`config.mk`:
```
export PLATFORM = sky130hd
export DESIGN_NAME = wav_header_parser_flat
export DESIGN_NICKNAME = d
export VERILOG_FILES = /design/src/hw/rtl/whp_pkg.sv /design/src/hw/rtl/whp_if.sv /design/src/hw/rtl/whp_in_reg.sv /design/src/hw/rtl/whp_parse.sv /design/src/hw/rtl/whp_out_reg.sv /design/src/hw/rtl/wav_header_parser.sv /design/src/flat_wrapper.sv
export SDC_FILE = /design/constraint.sdc
export NUM_CORES = 1
export LEC_CHECK = 0
export BUFFER_PORTS_ARGS = -buffer_cell sky130_fd_sc_hd__buf_2
export CAP_MARGIN = 5
export CORE_AREA = 2 2 186 206
export DETAILED_ROUTE_END_ITERATION = 16
export DIE_AREA = 0 0 188 208
export GPL_ROUTABILITY_DRIVEN = 0
export SYNTH_ARGS = -nofsm -noshare
export SYNTH_HDL_FRONTEND = slang
export SYNTH_SLANG_ARGS = --single-unit
```
`constraint.sdc`:
```
create_clock -name clk -period 12.2 [get_ports clk]
set_clock_uncertainty 0.05 [all_clocks]
set_input_delay 0 -clock clk [delete_from_list [all_inputs] [get_ports clk]]
set_output_delay 0 -clock clk [all_outputs]
set_load 0.005 [all_outputs]
```
`src/hw/rtl/whp_pkg.sv`:
```
// Types and constants of the WAVE header parser.
// Used by all parser modules and the checker.
`timescale 1ns / 1ps

package whp_pkg;

	// Tags, first character in the high byte; TAG_FMT holds fmt in its low bytes
	localparam logic [31:0] TAG_RIFF = 32'h5249_4646;
	localparam logic [31:0] TAG_WAVE = 32'h5741_5645;
	localparam logic [31:0] TAG_FMT  = 32'h0066_6D74;
	localparam logic [31:0] TAG_DATA = 32'h6461_7461;

	// Byte positions in the fixed header
	localparam logic [5:0] POS_RIFF     = 6'd3;
	localparam logic [5:0] POS_WAVE     = 6'd11;
	localparam logic [5:0] POS_FMT      = 6'd14;
	localparam logic [5:0] POS_FMT_SIZE = 6'd16;
	localparam logic [5:0] POS_CHANNELS = 6'd22;
	localparam logic [5:0] POS_RATE     = 6'd24;
	localparam logic [5:0] POS_BRATE    = 6'd28;
	localparam logic [5:0] POS_ALIGN    = 6'd32;
	localparam logic [5:0] POS_BITS     = 6'd34;
	localparam logic [5:0] POS_LAST     = 6'd38;

	localparam logic [7:0]  FMT_SIZE_OK  = 8'd16;
	localparam logic [15:0] MAX_CHANNELS = 16'd3;
	localparam logic [15:0] BITS_OK      = 16'd16;

	typedef enum logic [2:0] {
		ST_OK       = 3'd0,
		ST_NO_RIFF  = 3'd1,
		ST_NO_WAVE  = 3'd2,
		ST_NO_FMT   = 3'd3,
		ST_FMT_SIZE = 3'd4,
		ST_CHANNELS = 3'd5,
		ST_BITS     = 3'd6,
		ST_TRUNC    = 3'd7
	} status_t;

	typedef struct packed {
		logic [7:0] data_byte;
		logic       first_byte;
		logic       last_byte;
	} in_word_t;

	typedef struct packed {
		status_t     status;
		logic [15:0] channel_count;
		logic [31:0] rate_hz;
		logic [31:0] byte_rate;
		logic [15:0] frame_bytes;
		logic [15:0] sample_bits;
		logic [31:0] data_size;
	} result_t;

endpackage

```
`src/hw/rtl/whp_if.sv`:
```
// Valid/ready channel interfaces of the WAVE header parser.
// Depends on nothing; the byte stream in and the header result out.
`timescale 1ns / 1ps

interface whp_stream_if;
	logic       valid;
	logic       ready;
	logic [7:0] data_byte;
	logic       first_byte;
	logic       last_byte;

	modport source (output valid, data_byte, first_byte, last_byte, input ready);
	modport sink (input valid, data_byte, first_byte, last_byte, output ready);
endinterface

interface whp_result_if;
	logic        valid;
	logic        ready;
	logic [2:0]  status;
	logic [15:0] channel_count;
	logic [31:0] rate_hz;
	logic [31:0] byte_rate;
	logic [15:0] frame_bytes;
	logic [15:0] sample_bits;
	logic [31:0] data_size;

	modport source (output valid, status, channel_count, rate_hz, byte_rate,
		frame_bytes, sample_bits, data_size, input ready);
	modport sink (input valid, status, channel_count, rate_hz, byte_rate,
		frame_bytes, sample_bits, data_size, output ready);
endinterface

```
`src/hw/rtl/whp_in_reg.sv`:
```
// Input register of the WAVE header parser: holds one byte word.
// Depends on whp_pkg and whp_stream_if.
`timescale 1ns / 1ps

module whp_in_reg import whp_pkg::*; (
	input  logic            clk,
	input  logic            arst_n,
	whp_stream_if.sink      stream,
	input  logic            advance,
	output logic            valid_s1,
	output in_word_t        word_s1
);

	logic take;

	// Accept when empty or when the held word moves on this cycle
	assign stream.ready = !valid_s1 || advance;
	assign take = stream.valid && stream.ready;

	always_ff @(posedge clk or negedge arst_n) begin
		if (!arst_n) begin
			valid_s1 <= 1'b0;
		end else if (take) begin
			valid_s1 <= 1'b1;
		end else if (advance) begin
			valid_s1 <= 1'b0;
		end
	end

	// Load the payload with each accepted word
	always_ff @(posedge clk) begin
		if (take) begin
			word_s1.data_byte  <= stream.data_byte;
			word_s1.first_byte <= stream.first_byte;
			word_s1.last_byte  <= stream.last_byte;
		end
	end

endmodule

```
`src/hw/rtl/whp_parse.sv`:
```
// Parse state of the WAVE header parser: header checks, field capture,
// data tag search and status decision for one word. Depends on whp_pkg.
`timescale 1ns / 1ps

module whp_parse import whp_pkg::*; (
	input  logic     clk,
	input  logic     arst_n,
	input  in_word_t word_s1,
	input  logic     advance,
	output logic     produce,
	output result_t  result
);

	typedef enum logic [1:0] {
		PH_HEADER,
		PH_SEARCH,
		PH_SIZE,
		PH_DONE
	} phase_t;

	phase_t      phase_q, ph, ph_n;
	logic [5:0]  pos_q, pos, pos_n;
	logic [31:0] win_q, win, win_n, win_sh;
	logic [15:0] ch_q, ch, ch_n;
	logic [31:0] rate_q, rate, rate_n;
	logic [31:0] brate_q, brate, brate_n;
	logic [15:0] align_q, align, align_n;
	logic [15:0] bits_q, bits, bits_n;
	logic [31:0] size_q, size, size_n;
	logic [7:0]  b;
	logic [5:0]  lane_ch, lane_rate, lane_brate, lane_align, lane_bits;
	logic [1:0]  k;
	logic        hit, idle, full;
	status_t     st;

	// Start from cleared state on a first-byte mark
	always_comb begin
		b     = word_s1.data_byte;
		ph    = word_s1.first_byte ? PH_HEADER : phase_q;
		pos   = word_s1.first_byte ? 6'd0 : pos_q;
		win   = word_s1.first_byte ? 32'd0 : win_q;
		ch    = word_s1.first_byte ? 16'd0 : ch_q;
		rate  = word_s1.first_byte ? 32'd0 : rate_q;
		brate = word_s1.first_byte ? 32'd0 : brate_q;
		align = word_s1.first_byte ? 16'd0 : align_q;
		bits  = word_s1.first_byte ? 16'd0 : bits_q;
		size  = word_s1.first_byte ? 32'd0 : size_q;
	end

	// Byte lanes of the little-endian format fields
	assign lane_ch    = pos - POS_CHANNELS;
	assign lane_rate  = pos - POS_RATE;
	assign lane_brate = pos - POS_BRATE;
	assign lane_align = pos - POS_ALIGN;
	assign lane_bits  = pos - POS_BITS;
	assign win_sh     = {win[23:0], b};
	assign k          = pos[1:0];

	// Work out next state and the result for this word
	always_comb begin
		ph_n    = ph;
		pos_n   = pos;
		win_n   = win;
		ch_n    = ch;
		rate_n  = rate;
		brate_n = brate;
		align_n = align;
		bits_n  = bits;
		size_n  = size;
		st      = ST_OK;
		hit     = 1'b0;
		idle    = 1'b0;
		case (ph)
			PH_HEADER: begin
				win_n = win_sh;
				if (pos == POS_RIFF && win_sh != TAG_RIFF) begin
					hit = 1'b1;
					st  = ST_NO_RIFF;
				end else if (pos == POS_WAVE && win_sh != TAG_WAVE) begin
					hit = 1'b1;
					st  = ST_NO_WAVE;
				end else if (pos == POS_FMT && win_sh[23:0] != TAG_FMT[23:0]) begin
					hit = 1'b1;
					st  = ST_NO_FMT;
				end else if (pos == POS_FMT_SIZE && b != FMT_SIZE_OK) begin
					hit = 1'b1;
					st  = ST_FMT_SIZE;
				end else if (pos >= POS_CHANNELS && pos < POS_RATE) begin
					ch_n = ch | ({8'd0, b} << {lane_ch[0], 3'b000});
				end else if (pos >= POS_RATE && pos < POS_BRATE) begin
					rate_n = rate | ({24'd0, b} << {lane_rate[1:0], 3'b000});
				end else if (pos >= POS_BRATE && pos < POS_ALIGN) begin
					brate_n = brate | ({24'd0, b} << {lane_brate[1:0], 3'b000});
				end else if (pos >= POS_ALIGN && pos < POS_BITS) begin
					align_n = align | ({8'd0, b} << {lane_align[0], 3'b000});
				end else if (pos >= POS_BITS && pos < POS_BITS + 6'd2) begin
					bits_n = bits | ({8'd0, b} << {lane_bits[0], 3'b000});
				end
				if (pos >= POS_LAST) begin
					ph_n = PH_SEARCH;
				end else begin
					pos_n = pos + 6'd1;
				end
			end
			PH_SEARCH: begin
				win_n = win_sh;
				if (win_sh == TAG_DATA) begin
					ph_n  = PH_SIZE;
					pos_n = 6'd0;
				end
			end
			PH_SIZE: begin
				size_n = size | ({24'd0, b} << {k, 3'b000});
				if (k == 2'd3) begin
					hit = 1'b1;
					if (ch > MAX_CHANNELS) begin
						st = ST_CHANNELS;
					end else if (bits != BITS_OK) begin
						st = ST_BITS;
					end else begin
						st = ST_OK;
					end
				end else begin
					pos_n = {4'd0, k + 2'd1};
				end
			end
			default: begin
				idle = 1'b1;
			end
		endcase
		// Flag a file that ends before the parse finishes
		if (!idle && !hit && word_s1.last_byte) begin
			hit = 1'b1;
			st  = ST_TRUNC;
		end
		if (hit) begin
			ph_n = PH_DONE;
		end
	end

	// Fields carry captured values only for a completed parse
	assign full = (st == ST_OK) || (st == ST_CHANNELS) || (st == ST_BITS);
	assign produce = hit;
	assign result.status        = st;
	assign result.channel_count = full ? ch_n : 16'd0;
	assign result.rate_hz       = full ? rate_n : 32'd0;
	assign result.byte_rate     = full ? brate_n : 32'd0;
	assign result.frame_bytes   = full ? align_n : 16'd0;
	assign result.sample_bits   = full ? bits_n : 16'd0;
	assign result.data_size     = full ? size_n : 32'd0;

	// Advance the parse state once per consumed word
	always_ff @(posedge clk or negedge arst_n) begin
		if (!arst_n) begin
			phase_q <= PH_HEADER;
			pos_q   <= 6'd0;
			win_q   <= 32'd0;
			ch_q    <= 16'd0;
			rate_q  <= 32'd0;
			brate_q <= 32'd0;
			align_q <= 16'd0;
			bits_q  <= 16'd0;
			size_q  <= 32'd0;
		end else if (advance) begin
			phase_q <= ph_n;
			pos_q   <= pos_n;
			win_q   <= win_n;
			ch_q    <= ch_n;
			rate_q  <= rate_n;
			brate_q <= brate_n;
			align_q <= align_n;
			bits_q  <= bits_n;
			size_q  <= size_n;
		end
	end

endmodule

```
`src/hw/rtl/whp_out_reg.sv`:
```
// Result register of the WAVE header parser: holds one result word
// until the receiver takes it. Depends on whp_pkg and whp_result_if.
`timescale 1ns / 1ps

module whp_out_reg import whp_pkg::*; (
	input  logic          clk,
	input  logic          arst_n,
	input  logic          load,
	input  result_t       d,
	output logic          slot_free,
	whp_result_if.source  info
);

	logic    valid_q;
	result_t data_q;

	// Free when empty or when the held word leaves this cycle
	assign slot_free = !valid_q || info.ready;

	always_ff @(posedge clk or negedge arst_n) begin
		if (!arst_n) begin
			valid_q <= 1'b0;
		end else if (load) begin
			valid_q <= 1'b1;
		end else if (info.ready) begin
			valid_q <= 1'b0;
		end
	end

	always_ff @(posedge clk) begin
		if (load) begin
			data_q <= d;
		end
	end

	// Drive the result channel
	assign info.valid         = valid_q;
	assign info.status        = data_q.status;
	assign info.channel_count = data_q.channel_count;
	assign info.rate_hz       = data_q.rate_hz;
	assign info.byte_rate     = data_q.byte_rate;
	assign info.frame_bytes   = data_q.frame_bytes;
	assign info.sample_bits   = data_q.sample_bits;
	assign info.data_size     = data_q.data_size;

endmodule

```
`src/hw/rtl/wav_header_parser.sv`:
```
// WAVE header parser, top level.
// Channels: stream takes one file byte per word with first_byte and
// last_byte marks; info gives one result word per file: a status code
// and the format fields (channels, sample rate, byte rate, block align,
// bits per sample) and the data chunk size.
// Path: a byte that yields a result passes through the input register,
// then its result through the result register onto info.
// Throughput: one byte per cycle, outside the stall below. The parse
// is a single pass of short logic between input and result registers.
// Stall: bytes that yield no result keep flowing while a result waits.
// A byte that yields a result holds in the input register, and stream
// backs up, until the result register frees.
// Reset: the parse restarts at byte 0 with all captured fields zero;
// both registers empty. After a result, bytes are dropped until the next
// first_byte mark.
// Depends on whp_pkg, whp_if, whp_in_reg, whp_parse and whp_out_reg.
`timescale 1ns / 1ps

module wav_header_parser import whp_pkg::*; (
	input  logic         clk,
	input  logic         arst_n,
	whp_stream_if.sink   stream,
	whp_result_if.source info
);

	logic     valid_s1;
	in_word_t word_s1;
	logic     advance;
	logic     produce;
	logic     slot_free;
	result_t  result;

	// Consume the held word unless its result has nowhere to go
	assign advance = valid_s1 && (!produce || slot_free);

	whp_in_reg u_in_reg (
		.clk      (clk),
		.arst_n   (arst_n),
		.stream   (stream),
		.advance  (advance),
		.valid_s1 (valid_s1),
		.word_s1  (word_s1)
	);

	whp_parse u_parse (
		.clk     (clk),
		.arst_n  (arst_n),
		.word_s1 (word_s1),
		.advance (advance),
		.produce (produce),
		.result  (result)
	);

	whp_out_reg u_out_reg (
		.clk       (clk),
		.arst_n    (arst_n),
		.load      (advance && produce),
		.d         (result),
		.slot_free (slot_free),
		.info      (info)
	);

endmodule

```
`src/flat_wrapper.sv`:
```
// flat-port wrapper written by rule: the top's interface ports become plain ports
module wav_header_parser_flat import whp_pkg::*;
  (clk, arst_n, stream_valid, stream_data_byte, stream_first_byte, stream_last_byte, stream_ready, info_valid, info_status, info_channel_count, info_rate_hz, info_byte_rate, info_frame_bytes, info_sample_bits, info_data_size, info_ready);
  whp_stream_if stream_i ();
  whp_result_if info_i ();
  input  logic clk;
  input  logic arst_n;
  input wire logic [$bits(stream_i.valid)-1:0] stream_valid;
  input wire logic [$bits(stream_i.data_byte)-1:0] stream_data_byte;
  input wire logic [$bits(stream_i.first_byte)-1:0] stream_first_byte;
  input wire logic [$bits(stream_i.last_byte)-1:0] stream_last_byte;
  output wire logic [$bits(stream_i.ready)-1:0] stream_ready;
  output wire logic [$bits(info_i.valid)-1:0] info_valid;
  output wire logic [$bits(info_i.status)-1:0] info_status;
  output wire logic [$bits(info_i.channel_count)-1:0] info_channel_count;
  output wire logic [$bits(info_i.rate_hz)-1:0] info_rate_hz;
  output wire logic [$bits(info_i.byte_rate)-1:0] info_byte_rate;
  output wire logic [$bits(info_i.frame_bytes)-1:0] info_frame_bytes;
  output wire logic [$bits(info_i.sample_bits)-1:0] info_sample_bits;
  output wire logic [$bits(info_i.data_size)-1:0] info_data_size;
  input wire logic [$bits(info_i.ready)-1:0] info_ready;
  assign stream_i.valid = stream_valid;
  assign stream_i.data_byte = stream_data_byte;
  assign stream_i.first_byte = stream_first_byte;
  assign stream_i.last_byte = stream_last_byte;
  assign stream_ready = stream_i.ready;
  assign info_valid = info_i.valid;
  assign info_status = info_i.status;
  assign info_channel_count = info_i.channel_count;
  assign info_rate_hz = info_i.rate_hz;
  assign info_byte_rate = info_i.byte_rate;
  assign info_frame_bytes = info_i.frame_bytes;
  assign info_sample_bits = info_i.sample_bits;
  assign info_data_size = info_i.data_size;
  assign info_i.ready = info_ready;
  wav_header_parser u_core (.clk(clk), .arst_n(arst_n), .stream(stream_i), .info(info_i));
endmodule
```
==> run summary, run 1 <==
WP data arrival -> 7.06 ns
Layout fillers -> 3443
sequential share of the synthesized area -> 62.9%
cells along the critical path -> buf_4, inv_4, nand2_1, inv_1, ha_1, inv_1, nor2_1, o21a_1, nor2_1, a41o_1, o21ai_0, nor2_4, buf_4, buf_4
Synth top cells by count -> 178 x dfrtp_1, 167 x nor2_1, 159 x nand2_1
DRT Pass-1 Iters -> 7
antenna cells -> 0
Synth Cell Area -> 0.0146 mm2
Mean Syn Cell Area -> 11.2 um2
Slew Limit Fails -> 0
RSZ-0062 raised after global routing -> false
mux contribution to synthesized area -> 0.747%
CP Max Fanout -> 79
P_leak -> 6.87 nW
Synth Warn # -> 0
post-DP HPWL -> 26.2 mm
PwrDens -> 173 mW/mm2
core area -> 0.0369 mm2
routed len/inst -> 21.2 um
VDD IR-drop max -> 90.4 uV
Worst Max-Slew Pin Slew -> 1.20 ns
Yosys reg bits -> 335
ys flop type -> dfrtp_1
Int Pwr -> 0.00215 W
DR iter-0 viols -> 1175
PortBufs -> 162
Rel. slew slack -> 19.5%
setup_tns -> 0 ns
Psw -> 0.000827 W
Yosys top cell by area -> edfxtp_1
Post-synth EDFFs -> 157
Syn Inst Count -> 1297
Clk Latency, worst-skew pair -> 0.53 ns
Synth Net Count -> 1317
top cell type's share of synthesized area -> 32.3%
Critical Path Sink Type -> flop
Synth Area in Adders -> 0.515%
synth unique cells -> 63
grt total ovfl -> 0
initial antenna violation count -> 0
# clock sinks -> 335
critical path's slowest cell -> buf_4
top-count cell post-synth -> dfrtp_1
share of layout cells above drive strength 1 -> 18.6%
first-pass GRT wire length -> 63.9 mm
Fmax achieved -> 143 MHz
post-synthesis simple-gate area fraction -> 13.2%
Period minus WS final -> 6.97 ns
Die Y -> 208 um
compound-cell area share of the yosys netlist -> 18.9%
routed wire length -> 41.2 mm
largest family of logic cells by synthesized area -> compound AO/OA/AOI/OAI gates
Synth area leaders -> edfxtp_1 32%, dfrtp_1 31%, a22oi_1 6.1%
Sw Ratio -> 27.8%
Crit Path Category -> reg2reg
Final Cycle Share -> 57.1%
outcome -> complete, no violations
vias per inst -> 5.70
Worst EP required -> 12.28 ns
Clock power frac -> 39.9%
vias -> 11.1k
final net count -> 1438
Setup Fix Bufs, Post-CTS -> 0
final routed DRC violation total -> 0
Tot Pwr -> 0.00297 W
ys async rst share -> 53.1%
chip width -> 188 um
cts repair resizes -> 0
initial core utilization -> 39.5%
CTS H-tree lvls -> 2
final setup fails -> 0
Sequential Power Share -> 45.9%
total track usage -> 20.8%
maximum clock insertion buffer count -> 3
Die ar. -> 0.0391 mm2
register clock-pin slew on the reported worst setup and hold paths -> 0.07 ns
Slowest Stage Delay on Critical Path -> 0.84 ns
row cnt -> 74
final hold vios -> 0
Logic pwr share -> 14.2%
Ports -> 163
Final ANT Viol Nets -> 0
TritonCTS buffer count -> 36
CP Launch Type -> flop
total of max-cap violations -> 0
Root Buffer -> clkbuf_16
XOR/XNOR Fraction of Synth Area -> 0%
TritonCTS clock tree -> yes
worst min path class -> in2async
Area Growth Syn to Fin -> 17.8%
Worst path most repeated cell -> buf_4
vias in the first global route -> 10.8k
largest net degree at the start of global routing -> 109
-- critical path: cells and delay by family (launching register included) --
kind / cells / cell delay, ns
fa+ha+maj: 1 / 0.53
compound gates: 3 / 1.51
flops: 1 / 0.32
simple gates: 4 / 1.24
buf+inv: 6 / 2.76
-- power groups by stage --
stage / sequential (W) / clock (W) / combinational (W)
floorplan: 0.00137 / 0 / 0.000272
global placement: 0.00138 / 0 / 0.000418
detailed placement: 0.00138 / 0 / 0.000421
CTS: 0.00136 / 0.00121 / 0.000425
global route: 0.00138 / 0.00125 / 0.000460
finish: 0.00136 / 0.00119 / 0.000424
-- cells in the final DEF, fill, tap and decap left out, drive strengths merged, types with 15 or more instances in the layout --
cell / count
clkbuf: 47
a32o: 36
nor2b: 17
nand2: 159
a22o: 16
a22oi: 119
nor3: 16
dfrtp: 178
o21ai: 109
a21oi: 26
edfxtp: 157
a32oi: 16
and3: 15
buf: 188
nand3: 16
nor2: 167
-- area by class of cell --
type | count | area (um2) | share of cell area [%]
multi-input cells | 831 | 4900 | 28.5
inverters | 14 | 55.1 | 0.320
clock buffers | 47 | 1050 | 6.09
flip-flops and latches | 335 | 9170 | 53.4
clock inverters | 19 | 262 | 1.52
repair buffers | 200 | 1130 | 6.59
well taps | 494 | 618 | 3.60
-- per-layer routing --
layer | global-route usage (%) | share of wire (%) | vias up
li1 | - | - | 5021
met1 | 29.5 | 44 | 5500
met2 | 32.4 | 46 | 451
met3 | 3.66 | 7.3 | 79
met4 | 6.84 | 2.6 | 0
met5 | 0 | 0 | -
-- stage by stage --
step	hold WS [ns]	worst slack (ns)	utilization [%]	instances	cell area [um2]
after floorplan	-0.346	2.50	-	1297	14600
after global placement	0.130	5.54	42.6	1862	15800
after detailed placement	0.128	5.30	42.6	1862	15800
after CTS	0.118	5.26	46.5	1940	17200
after global routing	0.128	4.68	46.5	1940	17200
final	0.138	5.23	46.5	1940	17200
-- final timing paths --
| check | from | end | slack, ns | depth (start not counted) |
|---|---|---|---|---|
| worst max register to register | u_core.u_in_reg.word_s1[1] | u_core.u_out_reg.info.status[2] | 5.23 | 14 |
| worst max-delay path | u_core.u_in_reg.word_s1[1] | u_core.u_out_reg.info.status[2] | 5.23 | 14 |
| max in group asynchronous | arst_n | u_core.u_parse.align_q[5] | 10.45 | 3 |
| worst min register to register | u_core.u_parse.align_q[11] | u_core.u_parse.align_q[11] | 0.43 | 2 |
| min in group clk | stream_data_byte[6] | u_core.u_in_reg.word_s1[8] | 0.14 | 2 |
| worst min-delay path | arst_n | u_core.u_parse.pos_q[4] | 0.14 | 2 |
-- state kept, by name, indices dropped and copies added (netlist names) --
register                             cells
u_core.u_out_reg.info.byte_rate         32
u_core.u_out_reg.info.data_size         32
u_core.u_out_reg.info.rate_hz           32
u_core.u_parse.brate_q                  32
u_core.u_parse.rate_q                   32
u_core.u_parse.size_q                   32
u_core.u_parse.win_q                    24
u_core.u_out_reg.info.channel_count     16
u_core.u_out_reg.info.frame_bytes       16
u_core.u_out_reg.info.sample_bits       16
u_core.u_parse.align_q                  16
u_core.u_parse.bits_q                   16
u_core.u_parse.ch_q                     16
u_core.u_in_reg.word_s1                 10
u_core.u_parse.pos_q                     6
u_core.u_out_reg.info.status             3
u_core.u_parse.phase_q                   2
u_core.u_in_reg.valid_s1                 1
u_core.u_out_reg.info.valid              1
-- logic make-up (layout without fill, tap and decap cells) --
family          Yosys count  count (layout)
compound gates          381             381
flops                   335             335
mux                       8               8
buf+inv                 131             280
fa+ha+maj                 6               6
simple gates            436             436
-- what timing repair did --
action,in CTS,in global routing
hold buffers,12,0
hold endpoints to repair,118,0
endpoints found under the setup margin,0,0
Power figures use the tool's default switching activity.
==> run 2: changes to the inputs <==
ABC_AREA = 1   (was unset)
CORE_AREA = 2 2 195 216   (was 2 2 186 206)
DIE_AREA = 0 0 197 218   (was 0 0 188 208)
clock period = 7.1 ns   (was 12.2 ns; I/O delays follow)
==> run summary, run 2 <==
RSZ-0062 raised after global routing -> false (unchanged)
top-count cell post-synth -> nand2_1 (was dfrtp_1)
Register Area -> 0.00917 mm2 (unchanged)
WP data arrival -> 5.66 ns (was 7.06 ns)
total track usage -> 20.9% (was 20.8%)
outcome -> complete, no violations (unchanged)
Post-DP Area -> 0.0173 mm2 (was 0.0158 mm2)
fin cells -> 2598 (was 1940)
Worst Max-Slew Pin Slew -> 1.16 ns (was 1.20 ns)
top cell type's share of synthesized area -> 29.1% (was 32.3%)
Die ar. -> 0.0429 mm2 (was 0.0391 mm2)
CP Launch Type -> flop (unchanged)
Period minus WS final -> 5.25 ns (was 6.97 ns)
Synth Net Count -> 1942 (was 1317)
core area -> 0.0408 mm2 (was 0.0369 mm2)
Synth area leaders -> edfxtp_1 29%, dfrtp_1 28%, nand2_1 20% (was edfxtp_1 32%, dfrtp_1 31%, a22oi_1 6.1%)
TritonCTS buffer count -> 38 (was 36)
Crit Path Category -> reg2reg (unchanged)
TritonCTS clock tree -> yes (unchanged)
post-DP HPWL -> 29.0 mm (was 26.2 mm)
Synth top cells by count -> 843 x nand2_1, 206 x inv_1, 178 x dfrtp_1 (was 178 x dfrtp_1, 167 x nor2_1, 159 x nand2_1)
DRT Pass-1 Iters -> 6 (was 7)
P_leak -> 9.53 nW (was 6.87 nW)
Rel. slew slack -> 22.3% (was 19.5%)
total of max-cap violations -> 0 (unchanged)
initial antenna violation count -> 0 (unchanged)
Post-synth EDFFs -> 157 (unchanged)
CTS H-tree lvls -> 2 (unchanged)
row cnt -> 78 (was 74)
ys async rst share -> 53.1% (unchanged)
final routed DRC violation total -> 0 (unchanged)
vias in the first global route -> 12.8k (was 10.8k)
Critical Path Sink Type -> flop (unchanged)
most frequent cells in the layout -> 843 x nand2_1, 205 x inv_1, 178 x dfrtp_1 (was 178 x dfrtp_1, 166 x nor2_1, 161 x buf_2)
fin area -> 0.0187 mm2 (was 0.0172 mm2)
setup_tns -> 0 ns (unchanged)
VDD IR-drop max -> 121 uV (was 90.4 uV)
register clock-pin slew on the reported worst setup and hold paths -> 0.06 ns (was 0.07 ns)
Slew Limit Fails -> 0 (unchanged)
final setup fails -> 0 (unchanged)
Area Growth Syn to Fin -> 15.3% (was 17.8%)
final net count -> 2069 (was 1438)
final hold vios -> 0 (unchanged)
Root Buffer -> clkbuf_16 (unchanged)
Final Util -> 45.8% (was 46.5%)
antenna cells -> 0 (unchanged)
routed len/inst -> 17.2 um (was 21.2 um)
Mean Syn Cell Area -> 8.42 um2 (was 11.2 um2)
maximum clock insertion buffer count -> 3 (unchanged)
cts repair resizes -> 0 (unchanged)
grt total ovfl -> 0 (unchanged)
footprint of the multi-input gates -> 0.00555 mm2 (was 0.00490 mm2)
Synth Cell Area -> 0.0162 mm2 (was 0.0146 mm2)
# clock sinks -> 335 (unchanged)
Layout fillers -> 4014 (was 3443)
Yosys reg bits -> 335 (unchanged)
Cells after DPL -> 2514 (was 1862)
Die Y -> 218 um (was 208 um)
ys flop type -> dfrtp_1 (unchanged)
Final ANT Viol Nets -> 0 (unchanged)
most common cell after layout, fill and taps aside -> nand2_1 (was dfrtp_1)
sequential share of the synthesized area -> 56.7% (was 62.9%)
vias -> 13.3k (was 11.1k)
vias per inst -> 5.13 (was 5.70)
Syn Inst Count -> 1922 (was 1297)
Ports -> 163 (unchanged)
routed wire length -> 44.8 mm (was 41.2 mm)
Clk Latency, worst-skew pair -> 0.54 ns (was 0.53 ns)
PortBufs -> 162 (unchanged)
synth unique cells -> 32 (was 63)
initial core utilization -> 39.7% (was 39.5%)
first-pass GRT wire length -> 70.7 mm (was 63.9 mm)
DR iter-0 viols -> 1391 (was 1175)
hold_ws -> 0.0583 ns (was 0.138 ns)
Final Cycle Share -> 73.9% (was 57.1%)
CP Max Fanout -> 94 (was 79)
worst min path class -> in2async (unchanged)
share of layout cells above drive strength 1 -> 14.0% (was 18.6%)
chip width -> 197 um (was 188 um)
Synth Warn # -> 0 (unchanged)
largest net degree at the start of global routing -> 100 (was 109)
Worst EP required -> 7.52 ns (was 12.28 ns)
Fmax achieved -> 191 MHz (was 143 MHz)
PwrDens -> 258 mW/mm2 (was 173 mW/mm2)
Yosys top cell by area -> edfxtp_1 (unchanged)
run 2: cell types whose count changed after synthesis, moves of 17 or more:
cell      change
o21ai_0      -51
a32o_1       +45
inv_2        +51
buf_2        +35
a22oi_1     -119
nor2_1       -38
nand2_1     +684
a21oi_1      -18
inv_1       +193
clkbuf_1     -44
nor2b_1      -17
run 2: critical path, cell delays in order (launching register included):
cell and delay (ns):
dfrtp_1 0.50, clkinv_1 0.35, nor2_1 0.75, inv_1 0.42
ha_1 0.33, nand3_1 0.11, nor2_2 0.08, a21oi_1 0.12
nand3_1 0.08, nand2_1 0.10, nand3_2 0.15, nand3_2 0.11
nand2_4 0.06, inv_4 0.05, buf_4 0.75, buf_4 0.85
nand2_1 0.12, nand2_1 0.11
run 2: power by group:
part | internal (W) | switching, W | leakage, nW | total [W]
logic | 0.000139 | 0.000501 | 4.96 | 0.000639
clock network | 0.00116 | 0.000790 | 0.597 | 0.00195
registers | 0.00215 | 0.0000652 | 3.97 | 0.00222
run 2: through the flow:
step / power [W] / worst slack (ns)
2_1_floorplan: 0.00265 / 1.16
3_3_place_gp: 0.00288 / 2.26
3_5_place_dp: 0.00288 / 1.93
4_1_cts: 0.00485 / 1.91
5_1_grt: 0.00501 / 1.43
6_report: 0.00481 / 1.85
run 2: per-layer routing:
metal / vias to the layer above / track usage, % / wire length [um]
met5: - / 0 / 0
li1: 6367 / - / -
met3: 91 / 2.81 / 2400
met4: 0 / 7.24 / 1450
met2: 503 / 34.7 / 21700
met1: 6369 / 28.1 / 19300
run 2: worst paths after layout:
path	start	cells after the start	slack, ns	end
worst min-delay path	arst_n	2	0.06	u_core.u_parse.win_q[8]
worst min register to register	u_core.u_parse.win_q[13]	2	0.43	u_core.u_parse.win_q[13]
worst max-delay path	u_core.u_parse.pos_q[1]	17	1.85	u_core.u_parse.brate_q[28]
worst max register to register	u_core.u_parse.pos_q[1]	17	1.85	u_core.u_parse.brate_q[28]
max in group asynchronous	arst_n	3	5.33	u_core.u_parse.brate_q[5]
min in group clk	stream_data_byte[6]	2	0.12	u_core.u_in_reg.word_s1[8]
run 2: logic make-up (layout without fill, tap and decap cells):
| logic type | count (synthesis) | count (layout) | share of synthesized area [%] |
|---|---|---|---|
| AOI/OAI and AO/OA | 180 | 180 | 8.72 |
| buffers and inverters | 362 | 518 | 9.22 |
| adders and majority gates | 6 | 6 | 0.464 |
| DFF | 335 | 335 | 56.7 |
| and+or+nand+nor | 1039 | 1039 | 24.9 |
run 2: cell type report:
class	count	area share, %
tap	520	3.49
sequential	335	49.1
clock buffer	47	5.44
timing repair buffer	190	5.77
multi-input combinational	1225	29.8
inverter	259	5.26
clock inverter	22	1.15
run 2: what timing repair did:
| item | CTS | global route |
|---|---|---|
| hold buffers | 15 | 0 |
| endpoints found under the hold margin | 120 | 0 |
| buffers inserted | 0 | 0 |
==> run 3: changes to the inputs <==
clock period = 4.3 ns   (was 7.1 ns; I/O delays follow)
==> run summary, run 3 (synthesized netlist as in run 2, its figures left out) <==
Rel. slew slack -> 30.1% (was 22.3%)
dpl ws -> 0.665 ns (was 1.93 ns)
DR iter-0 viols -> 1279 (was 1391)
WP data arrival -> 3.91 ns (was 5.66 ns)
CP Launch Type -> flop (unchanged)
Period minus WS final -> 3.69 ns (was 5.25 ns)
RSZ-0062 raised after global routing -> false (unchanged)
most common cell after layout, fill and taps aside -> nand2_1 (unchanged)
Sequential Power Share -> 44.9% (was 46.1%)
routed wire length -> 45.9 mm (was 44.8 mm)
VDD IR-drop max -> 200 uV (was 121 uV)
PortBufs -> 162 (unchanged)
Worst Max-Slew Pin Slew -> 1.05 ns (was 1.16 ns)
P_leak -> 9.74 nW (was 9.53 nW)
first-pass GRT wire length -> 72.2 mm (was 70.7 mm)
Logic pwr share -> 14.4% (was 13.3%)
CP Max Fanout -> 31 (was 94)
Crit Path Category -> reg2reg (unchanged)
total of max-cap violations -> 0 (unchanged)
R2R Path Start -> u_core.u_in_reg.word_s1[1] (was u_core.u_parse.pos_q[1])
grt total ovfl -> 0 (unchanged)
# clock sinks -> 335 (unchanged)
largest net degree at the start of global routing -> 174 (was 100)
core area -> 0.0408 mm2 (unchanged)
worst min path class -> in2async (unchanged)
Die Y -> 218 um (unchanged)
maximum clock insertion buffer count -> 3 (unchanged)
Layout fillers -> 3946 (was 4014)
Final Cycle Share -> 85.8% (was 73.9%)
Critical Path Sink Type -> flop (unchanged)
share of layout cells above drive strength 1 -> 15.9% (was 14.0%)
chip width -> 197 um (unchanged)
CTS H-tree lvls -> 2 (unchanged)
initial core utilization -> 39.7% (unchanged)
outcome -> complete, no violations (unchanged)
antenna cells -> 0 (unchanged)
Root Buffer -> clkbuf_16 (unchanged)
Worst EP required -> 4.52 ns (was 7.52 ns)
Area Growth Syn to Fin -> 17.9% (was 15.3%)
R2R Path End -> u_core.u_out_reg.info.sample_bits[11] (was u_core.u_parse.brate_q[28])
Sw Ratio -> 28.0% (was 28.2%)
TritonCTS buffer count -> 38 (unchanged)
Slew Limit Fails -> 0 (unchanged)
final hold vios -> 0 (unchanged)
total track usage -> 21.4% (was 20.9%)
Fmax achieved -> 271 MHz (was 191 MHz)
final setup fails -> 0 (unchanged)
R2R depth -> 15 (was 17)
DRT Pass-1 Iters -> 7 (was 6)
Die ar. -> 0.0429 mm2 (unchanged)
final routed DRC violation total -> 0 (unchanged)
final net count -> 2101 (was 2069)
routed len/inst -> 17.5 um (was 17.2 um)
TritonCTS clock tree -> yes (unchanged)
r2r setup slk -> 0.61 ns (was 1.85 ns)
Int Pwr -> 0.00585 W (was 0.00345 W)
Psw -> 0.00227 W (was 0.00136 W)
Final ANT Viol Nets -> 0 (unchanged)
post-DP HPWL -> 30.1 mm (was 29.0 mm)
Tot Pwr -> 0.00812 W (was 0.00481 W)
vias per inst -> 5.12 (was 5.13)
vias -> 13.5k (was 13.3k)
Ports -> 163 (unchanged)
row cnt -> 78 (unchanged)
initial antenna violation count -> 0 (unchanged)
Clock power frac -> 40.7% (was 40.6%)
vias in the first global route -> 13.0k (was 12.8k)
register clock-pin slew on the reported worst setup and hold paths -> 0.06 ns (about the same)
most frequent cells in the layout -> 841 x nand2_1, 204 x inv_1, 178 x dfrtp_1 (was 843 x nand2_1, 205 x inv_1, 178 x dfrtp_1)
PwrDens -> 425 mW/mm2 (was 258 mW/mm2)
Worst Setup Slack, final -> 0.613 ns (was 1.85 ns)
Setup Fix Bufs, Post-CTS -> 0 (unchanged)
Clk Latency, worst-skew pair -> 0.53 ns (was 0.54 ns)
## run 3: repair_timing
item / in CTS / in global routing
endpoints found under the setup margin: 0 / 0
hold buffers: 14 / 0
endpoints found under the hold margin: 104 / 0
gates resized for setup: 0 / 0
## run 3: per-stage QoR
stage / utilization, % / area, um2 / TNS [ns] / instances / hold slack, ns
4_1_cts: 46.8 / 19100 / 0 / 2630 / 0.113
6_report: 46.8 / 19100 / 0 / 2630 / 0.0670
3_5_place_dp: 43.4 / 17700 / 0 / 2547 / 0.121
5_1_grt: 46.8 / 19100 / 0 / 2630 / 0.134
3_3_place_gp: 43.4 / 17700 / 0 / 2547 / 0.114
2_1_floorplan: - / 16300 / -66.38 / 1922 / -0.346
## run 3: critical path, cell delays in order, from the launching register on
cell and delay (ns):
edfxtp_1 0.53, buf_4 0.24, nor2_4 0.31, ha_4 0.24, inv_1 0.07, nor3_1 0.16
nand2_1 0.11, nand3_1 0.10, nand2_1 0.09, nand3_2 0.09, nand3_2 0.13, nand2_8 0.20
inv_4 0.07, nand2_4 0.07, clkinvlp_4 0.53, buf_12 0.41
## run 3: worst max path at each step
stage	from	endpoint	cells after the start
after global placement	u_core.u_in_reg.word_s1[1]	u_core.u_out_reg.info.sample_bits[0]	15
final	u_core.u_in_reg.word_s1[1]	u_core.u_out_reg.info.sample_bits[11]	15
after floorplan	u_core.u_in_reg.word_s1[1]	u_core.u_out_reg.info.byte_rate[0]	17
after detailed placement	u_core.u_in_reg.word_s1[1]	u_core.u_out_reg.info.rate_hz[16]	15
after global routing	u_core.u_in_reg.word_s1[1]	u_core.u_out_reg.info.byte_rate[16]	17
after CTS	u_core.u_in_reg.word_s1[1]	u_core.u_out_reg.info.sample_bits[10]	15
## run 3: layer usage
metal	share of wire [%]	vias to the layer above	track usage, %
li1	-	6422	-
met4	3.9	0	8.82
met1	43	6445	29.1
met5	0	-	0
met3	5.4	101	2.88
met2	48	493	34.7
## run 3: power groups by stage
stage,logic (W),clock network [W],registers [W]
floorplan,0.000688,0,0.00371
global placement,0.00115,0,0.00371
detailed placement,0.00115,0,0.00371
CTS,0.00117,0.00337,0.00365
global route,0.00127,0.00351,0.00367
finish,0.00117,0.00330,0.00365
## run 3: cell type report
cell class / count / area (um2) / area share, %
well taps: 520 / 651 / 3.41
inverters: 259 / 982 / 5.15
clock buffers: 50 / 1040 / 5.43
repair buffers: 222 / 1400 / 7.35
clock inverters: 19 / 223 / 1.17
multi-input cells: 1225 / 5620 / 29.4
flip-flops and latches: 335 / 9170 / 48.0
